===== src/rtl/core/pcs_pkg.sv =====
package pcs_pkg;

  localparam int NumTunes = 6;
  localparam int MaxSteps = 13;
  localparam int InWidth  = 40;
  localparam int OutWidth = 24;

  typedef enum logic [1:0] {
    KIND_ON,
    KIND_OFF,
    KIND_REST
  } kind_e;

  typedef enum logic [2:0] {
    TUNE_CONNECT,
    TUNE_DISCONNECT,
    TUNE_SHARE,
    TUNE_START,
    TUNE_OVER,
    TUNE_FINISH
  } tune_e;

  typedef struct packed {
    kind_e       kind;
    logic [9:0]  wait_ms;
    logic [9:0]  tone;
  } step_t;

  typedef struct packed {
    logic [5:0]  pending;
    logic [3:0]  step;
    logic [31:0] stamp;
    logic        buzzer;
    logic [9:0]  compare;
    logic        running;
  } state_t;

  localparam logic [3:0] TuneLen [NumTunes] = '{4'd4, 4'd2, 4'd6, 4'd9, 4'd2, 4'd13};

  localparam step_t Pad = '{KIND_REST, 10'd0, 10'd0};

  localparam step_t TuneRom [NumTunes][MaxSteps] = '{
    '{'{KIND_ON, 10'd0, 10'd150}, '{KIND_OFF, 10'd100, 10'd0},
      '{KIND_ON, 10'd20, 10'd100}, '{KIND_OFF, 10'd350, 10'd0},
      Pad, Pad, Pad, Pad, Pad, Pad, Pad, Pad, Pad},
    '{'{KIND_ON, 10'd0, 10'd150}, '{KIND_OFF, 10'd100, 10'd0},
      Pad, Pad, Pad, Pad, Pad, Pad, Pad, Pad, Pad, Pad, Pad},
    '{'{KIND_ON, 10'd0, 10'd150}, '{KIND_OFF, 10'd100, 10'd0},
      '{KIND_ON, 10'd20, 10'd100}, '{KIND_OFF, 10'd100, 10'd0},
      '{KIND_ON, 10'd20, 10'd90}, '{KIND_OFF, 10'd350, 10'd0},
      Pad, Pad, Pad, Pad, Pad, Pad, Pad},
    '{'{KIND_ON, 10'd0, 10'd435}, '{KIND_OFF, 10'd100, 10'd0},
      '{KIND_ON, 10'd20, 10'd360}, '{KIND_OFF, 10'd100, 10'd0},
      '{KIND_ON, 10'd20, 10'd293}, '{KIND_OFF, 10'd100, 10'd0},
      '{KIND_ON, 10'd20, 10'd219}, '{KIND_OFF, 10'd200, 10'd0},
      '{KIND_REST, 10'd500, 10'd0}, Pad, Pad, Pad, Pad},
    '{'{KIND_ON, 10'd0, 10'd904}, '{KIND_OFF, 10'd1000, 10'd0},
      Pad, Pad, Pad, Pad, Pad, Pad, Pad, Pad, Pad, Pad, Pad},
    '{'{KIND_ON, 10'd0, 10'd200}, '{KIND_OFF, 10'd100, 10'd0},
      '{KIND_ON, 10'd20, 10'd200}, '{KIND_OFF, 10'd100, 10'd0},
      '{KIND_ON, 10'd20, 10'd200}, '{KIND_OFF, 10'd100, 10'd0},
      '{KIND_ON, 10'd20, 10'd100}, '{KIND_OFF, 10'd250, 10'd0},
      '{KIND_ON, 10'd20, 10'd150}, '{KIND_OFF, 10'd75, 10'd0},
      '{KIND_ON, 10'd20, 10'd100}, '{KIND_OFF, 10'd400, 10'd0},
      '{KIND_REST, 10'd500, 10'd0}}
  };

endpackage


===== src/rtl/core/prioritized_chime_sequencer_top.sv =====
// A tick's result is registered in the output buffer before it shows on the master side.
// Throughput: one tick per cycle while the output buffer is not full; the tune table lookup
// and 32-bit elapsed-time compare are combinational from input handshake to result register.
// A two-entry output buffer keeps ticks flowing while one result waits to be taken.
// Reset (rst_ni low, asynchronous) clears all tune state and empties the output buffer.
module prioritized_chime_sequencer_top
  import pcs_pkg::*;
(
  input  logic                clk_i,
  input  logic                rst_ni,
  input  logic                s_axis_tvalid,
  output logic                s_axis_tready,
  // now_ms [31:0], request_mask [37:32], zero fill [39:38]
  input  logic [InWidth-1:0]  s_axis_tdata,
  output logic                m_axis_tvalid,
  input  logic                m_axis_tready,
  // buzzer_on [0], tone_compare [10:1], counter_running [11], pending_mask [17:12],
  // tune_step [21:18], zero fill [23:22]
  output logic [OutWidth-1:0] m_axis_tdata
);

  state_t              state_q, state_d;
  logic                accept;
  logic                full;
  logic [OutWidth-1:0] result;

  assign s_axis_tready = !full;
  assign accept        = s_axis_tvalid && s_axis_tready;

  pcs_step u_step (
    .cur_i          (state_q),
    .now_ms_i       (s_axis_tdata[31:0]),
    .request_mask_i (s_axis_tdata[37:32]),
    .nxt_o          (state_d)
  );

  always_ff @(posedge clk_i or negedge rst_ni) begin
    if (!rst_ni) begin
      state_q <= '0;
    end else if (accept) begin
      state_q <= state_d;
    end
  end

  assign result = {2'b00, state_d.step, state_d.pending, state_d.running,
                   state_d.compare, state_d.buzzer};

  pcs_out_buf u_out_buf (
    .clk_i   (clk_i),
    .rst_ni  (rst_ni),
    .push_i  (accept),
    .data_i  (result),
    .full_o  (full),
    .valid_o (m_axis_tvalid),
    .ready_i (m_axis_tready),
    .data_o  (m_axis_tdata)
  );

endmodule


===== src/rtl/core/pcs_step.sv =====
module pcs_step
  import pcs_pkg::*;
(
  input  state_t      cur_i,
  input  logic [31:0] now_ms_i,
  input  logic [5:0]  request_mask_i,
  output state_t      nxt_o
);

  logic [5:0]  pend;
  logic        have;
  tune_e       tune;
  step_t       ent;
  logic [3:0]  len;
  logic [31:0] elapsed;
  logic        due;
  logic [4:0]  step_inc;

  always_comb begin
    pend = cur_i.pending | request_mask_i;
    have = 1'b0;
    tune = TUNE_CONNECT;
    // Scan from the lowest priority (highest index) up so the highest pending tune (lowest index) wins.
    for (int i = NumTunes - 1; i >= 0; i--) begin
      if (pend[i]) begin
        have = 1'b1;
        tune = tune_e'(3'(i));
      end
    end
  end

  assign ent      = TuneRom[tune][cur_i.step];
  assign len      = TuneLen[tune];
  assign elapsed  = now_ms_i - cur_i.stamp;
  assign due      = (cur_i.step == 4'd0) || (elapsed > {22'd0, ent.wait_ms});
  assign step_inc = {1'b0, cur_i.step} + 5'd1;

  always_comb begin
    nxt_o = cur_i;
    nxt_o.pending = pend;
    if (have) begin
      if (cur_i.step >= len) begin
        // The game-over tune drops the disconnect flag here and stays pending.
        if (tune == TUNE_OVER) begin
          nxt_o.pending[TUNE_DISCONNECT] = 1'b0;
        end else begin
          nxt_o.pending[tune] = 1'b0;
        end
        nxt_o.step = 4'd0;
      end else if (due) begin
        unique case (ent.kind)
          KIND_ON: begin
            nxt_o.buzzer  = 1'b1;
            nxt_o.running = 1'b1;
            nxt_o.compare = ent.tone;
          end
          KIND_OFF: begin
            nxt_o.buzzer  = 1'b0;
            nxt_o.running = 1'b0;
            nxt_o.compare = 10'd0;
          end
          default: begin
          end
        endcase
        nxt_o.stamp = now_ms_i;
        if (step_inc >= {1'b0, len}) begin
          nxt_o.pending[tune] = 1'b0;
          nxt_o.step = 4'd0;
        end else begin
          nxt_o.step = step_inc[3:0];
        end
      end
    end
  end

endmodule


===== src/rtl/core/pcs_out_buf.sv =====
module pcs_out_buf
  import pcs_pkg::*;
(
  input  logic                clk_i,
  input  logic                rst_ni,
  input  logic                push_i,
  input  logic [OutWidth-1:0] data_i,
  output logic                full_o,
  output logic                valid_o,
  input  logic                ready_i,
  output logic [OutWidth-1:0] data_o
);

  logic                out_valid_q, out_valid_d;
  logic                skid_valid_q, skid_valid_d;
  logic [OutWidth-1:0] out_q, out_d;
  logic [OutWidth-1:0] skid_q, skid_d;
  logic                pop;

  assign pop = out_valid_q && ready_i;

  always_comb begin
    out_valid_d  = out_valid_q;
    skid_valid_d = skid_valid_q;
    out_d        = out_q;
    skid_d       = skid_q;
    if (!out_valid_q || pop) begin
      // A push only happens while the skid slot is empty.
      if (skid_valid_q) begin
        out_d        = skid_q;
        out_valid_d  = 1'b1;
        skid_valid_d = 1'b0;
      end else begin
        out_d       = data_i;
        out_valid_d = push_i;
      end
    end else if (push_i) begin
      skid_d       = data_i;
      skid_valid_d = 1'b1;
    end
  end

  always_ff @(posedge clk_i or negedge rst_ni) begin
    if (!rst_ni) begin
      out_valid_q  <= 1'b0;
      skid_valid_q <= 1'b0;
    end else begin
      out_valid_q  <= out_valid_d;
      skid_valid_q <= skid_valid_d;
    end
  end

  always_ff @(posedge clk_i) begin
    out_q  <= out_d;
    skid_q <= skid_d;
  end

  assign full_o  = skid_valid_q;
  assign valid_o = out_valid_q;
  assign data_o  = out_q;

endmodule


===== config.mk =====
export PLATFORM = sky130hd
export DESIGN_NAME = prioritized_chime_sequencer_top
export DESIGN_NICKNAME = d
export VERILOG_FILES = /design/src/rtl/core/pcs_pkg.sv /design/src/rtl/core/prioritized_chime_sequencer_top.sv /design/src/rtl/core/pcs_step.sv /design/src/rtl/core/pcs_out_buf.sv
export SDC_FILE = /design/constraint.sdc
export NUM_CORES = 1
export LEC_CHECK = 0
export ABC_AREA = 1
export BUFFER_PORTS_ARGS = -buffer_cell sky130_fd_sc_hd__buf_2
export CELL_PAD_IN_SITES_DETAIL_PLACEMENT = 2
export CELL_PAD_IN_SITES_GLOBAL_PLACEMENT = 2
export CORE_MARGIN = 1.5
export CORE_UTILIZATION = 30
export DETAILED_ROUTE_END_ITERATION = 8
export PLACE_DENSITY = 0.81
export SLEW_MARGIN = 20
export SYNTH_ARGS = -nofsm -noshare
export SYNTH_HDL_FRONTEND = slang
export SYNTH_HIERARCHICAL = 1
export SYNTH_SLANG_ARGS = --single-unit

===== constraint.sdc =====
create_clock -name clk_i -period 5.49 [get_ports clk_i]
set_clock_uncertainty 0.1 [all_clocks]
set_input_delay 1.3725 -clock clk_i [delete_from_list [all_inputs] [get_ports clk_i]]
set_output_delay 1.3725 -clock clk_i [all_outputs]
set_load 0.01 [all_outputs]

==> qor.yml <==
global_route.overflow_total: 0
final_hold_viol_count: 0
yosysUniqueCellTypes: 56
mappedNetlistArea_um2: 9250
maximum_ir_drop_on_the_vdd_rail_uv: 219
hold_path_class: "reg -> reg"
cap_viol_max_count: 0
synth-edff-count: 48
place.detailed.hpwl_um: 26800
post-route-worst-setup-slack_ns: -0.255
synth.yosys.warnings: 6
finalNetCount: 1630
synth_seq_cells: 104
drc: 0
startpoint_type: "input port"
cts_max_path_buffers: 2
cts.clk_slew.worst_paths_ns: 0.08
power.static_leakage_uw: 0.00594
outcome: "complete, but fails checks"
most-common-layout-cells: "522 x nand2_1, 189 x inv_1, 113 x nor2_1, 98 x nand3_1, 81 x buf_4"
async_flop_share_pct: 53.8
core_area_um2: 30400
max_freq_ghz: 0.174
clock_sink_count: 104
grt_antenna_before_repair: 0
relative_slew_slack_pct: 42.3
setup_viol: 85
syn_avg_cell_area_um2: 6.66
detail-route-antenna-nets: 0
final_period_minus_worst_setup_slack_ns: 5.74
grt_max_degree: 56
cts_inserted_buffers: 9
clk_latency_ns: 0.38
cts_hold_buffers: 0
post_route_cells_drive_above_1_share_pct: 20.4
io_pins: 70
grt.total_usage_pct: 22.4
layout.cells.most_common: "nand2_1"
tritoncts: "built"
worst-path-max-fanout: 8
drt_iter0_markers: 426
critical_path_arrival_ns: 5.88
ys_dominant_reg_cell: "dfrtp_1"
dpl_worst_slack_ns: -0.794
final_core_util_pct: 36.6
port_buffers: 67
rows: 64
ctsRootBufferMaster: "clkbuf_16"
avgViaCountPerCell: 5.13
critPathBufInv: 9
detailroute.via_count: 9876
crit_required_ns: 5.62
ys_seq_area_share_pct: 30.7
timing.critical_path.to_type: "register"
timing.critical_path.max_delay_family: "simple AND/OR/NAND/NOR gates"
die_area_um2: 31900
power_density_nw_per_um2: 672
grt_pass1_vias: 10818
route.final.wire_length_um: 39100
power.total_uw: 7490
synthCells: 1389
critPathMostFrequentCell: "nand2_1"
critical-path-slowest-cell: "a211o_1"
timing.hold.ws_ns: 0.377
route.detailed.wl_per_inst_um: 20.3
routabilityCongestion: 0.861
crit_path_max_incr_delay_ns: 0.32
rsz0062_at_grt: "true"
htree_levels: 3
timing.final.crit_share_pct: 105
die-width_um: 179
failed_checks: "negative setup slack"
dieHeight_um: 179
grt_first_pass_wirelength_um: 55600
worst_slew_pin_slew_ns: 0.866
antenna-diode-count: 0
critPathKind: "in -> reg"
layout_overhead_on_the_synthesized_area_pct: 20.5
initial_utilization_pct: 30.4
number_of_inserted_filler_cells_in_the_final_layout: 3706
final_number_of_max_transition_violations: 0
dr.pass1.iters: 4
-- cells by family after synthesis --
kind of cell | Yosys count | synth area share [%]
AOI/OAI and AO/OA | 131 | 9.34
xor gates and xnor gates | 10 | 0.947
adders and majority gates | 63 | 8.61
buffers and inverters | 244 | 12.3
DFF | 104 | 30.7
other | 1 | 0.0406
and+or+nand+nor | 836 | 38.1
-- sequential cells by signal (all words and copies together), names as in the netlist --
name / cells
state_q: 54
u_out_buf/data_o: 24
u_out_buf/skid_q: 24
u_out_buf/full_o: 1
u_out_buf/valid_o: 1
-- synth_stat cells (3+ instances only) --
library cell,instances,area [um^2]
nand2_1,537,2020
inv_2,5,18.8
o21ai_1,7,35.0
nor2_1,130,488
a21o_1,4,30.0
o221ai_1,3,26.3
xor2_1,9,78.8
nand3_2,13,130
buf_6,20,225
o211ai_1,4,30.0
a31oi_1,3,18.8
a21oi_2,30,263
nand4_1,12,75.1
buf_4,4,30.0
nor2_2,7,43.8
a21oi_1,45,225
nand3_1,99,495
o21ai_0,18,90.1
nor3_1,11,55.1
dfrtp_1,56,1400
edfxtp_1,48,1440
nand2_2,12,75.1
ha_1,62,776
o21bai_1,5,37.5
inv_1,198,743
nand3b_1,3,22.5
clkbuf_1,5,18.8
buf_2,5,25.0
-- final cells by class --
cell class	count	area [um^2]	share of cell area, %
inverters	206	787	7.06
clock inverters	7	95.1	0.853
repair buffers	158	1130	10.1
clock buffers	9	225	2.02
well taps	396	495	4.45
flip-flops and latches	104	2840	25.5
multi-input cells	1044	5570	50.0
-- metal layers --
metal / GRT usage [%] / wire length, um / vias up
li1: - / - / 4635
met1: 25.1 / 16100 / 4981
met2: 43.4 / 20800 / 180
met3: 2.45 / 834 / 80
met4: 7.47 / 1420 / 0
met5: 0 / 0 / -
-- tightest hold or removal path, stage by stage (launching register included) --
cell and delay, ns:
dfrtp_1 0.35, nand2_1 0.06, nand2_1 0.05
-- power breakdown --
| group | switching, uW | internal [uW] |
|---|---|---|
| clock network | 364 | 369 |
| logic | 3520 | 1900 |
| registers | 168 | 1170 |
-- path summary, 6_finish.rpt --
check / depth (start not counted) / slack (ns) / from / endpoint
min: 2 / 0.38 / state_q[41] / state_q[41]
max in group asynchronous: 2 / 3.32 / rst_ni / state_q[7]
min in group asynchronous: 1 / 0.99 / rst_ni / state_q[29]
max reg2reg: 34 / 0.42 / state_q[52] / u_out_buf/data_o[18]
min reg2reg: 2 / 0.38 / state_q[41] / state_q[41]
max: 37 / -0.25 / s_axis_tdata[33] / u_out_buf/data_o[18]
-- stage by stage --
step	cell area, um^2	setup TNS [ns]	std cells
final	11100	-8.52	1924
after detailed placement	10300	-62.97	1889
after global placement	10300	-20.52	1889
after CTS	10800	0	1908
after floorplan	9260	0	1392
after global routing	11100	-30.13	1924
-- repair_timing --
action	CTS	global route
setup endpoints to repair	98	98
cloned	0	2
pin swaps	6	39
buffers inserted	3	14
gates resized for setup	27	70
(Power assumes the default switching activity.)
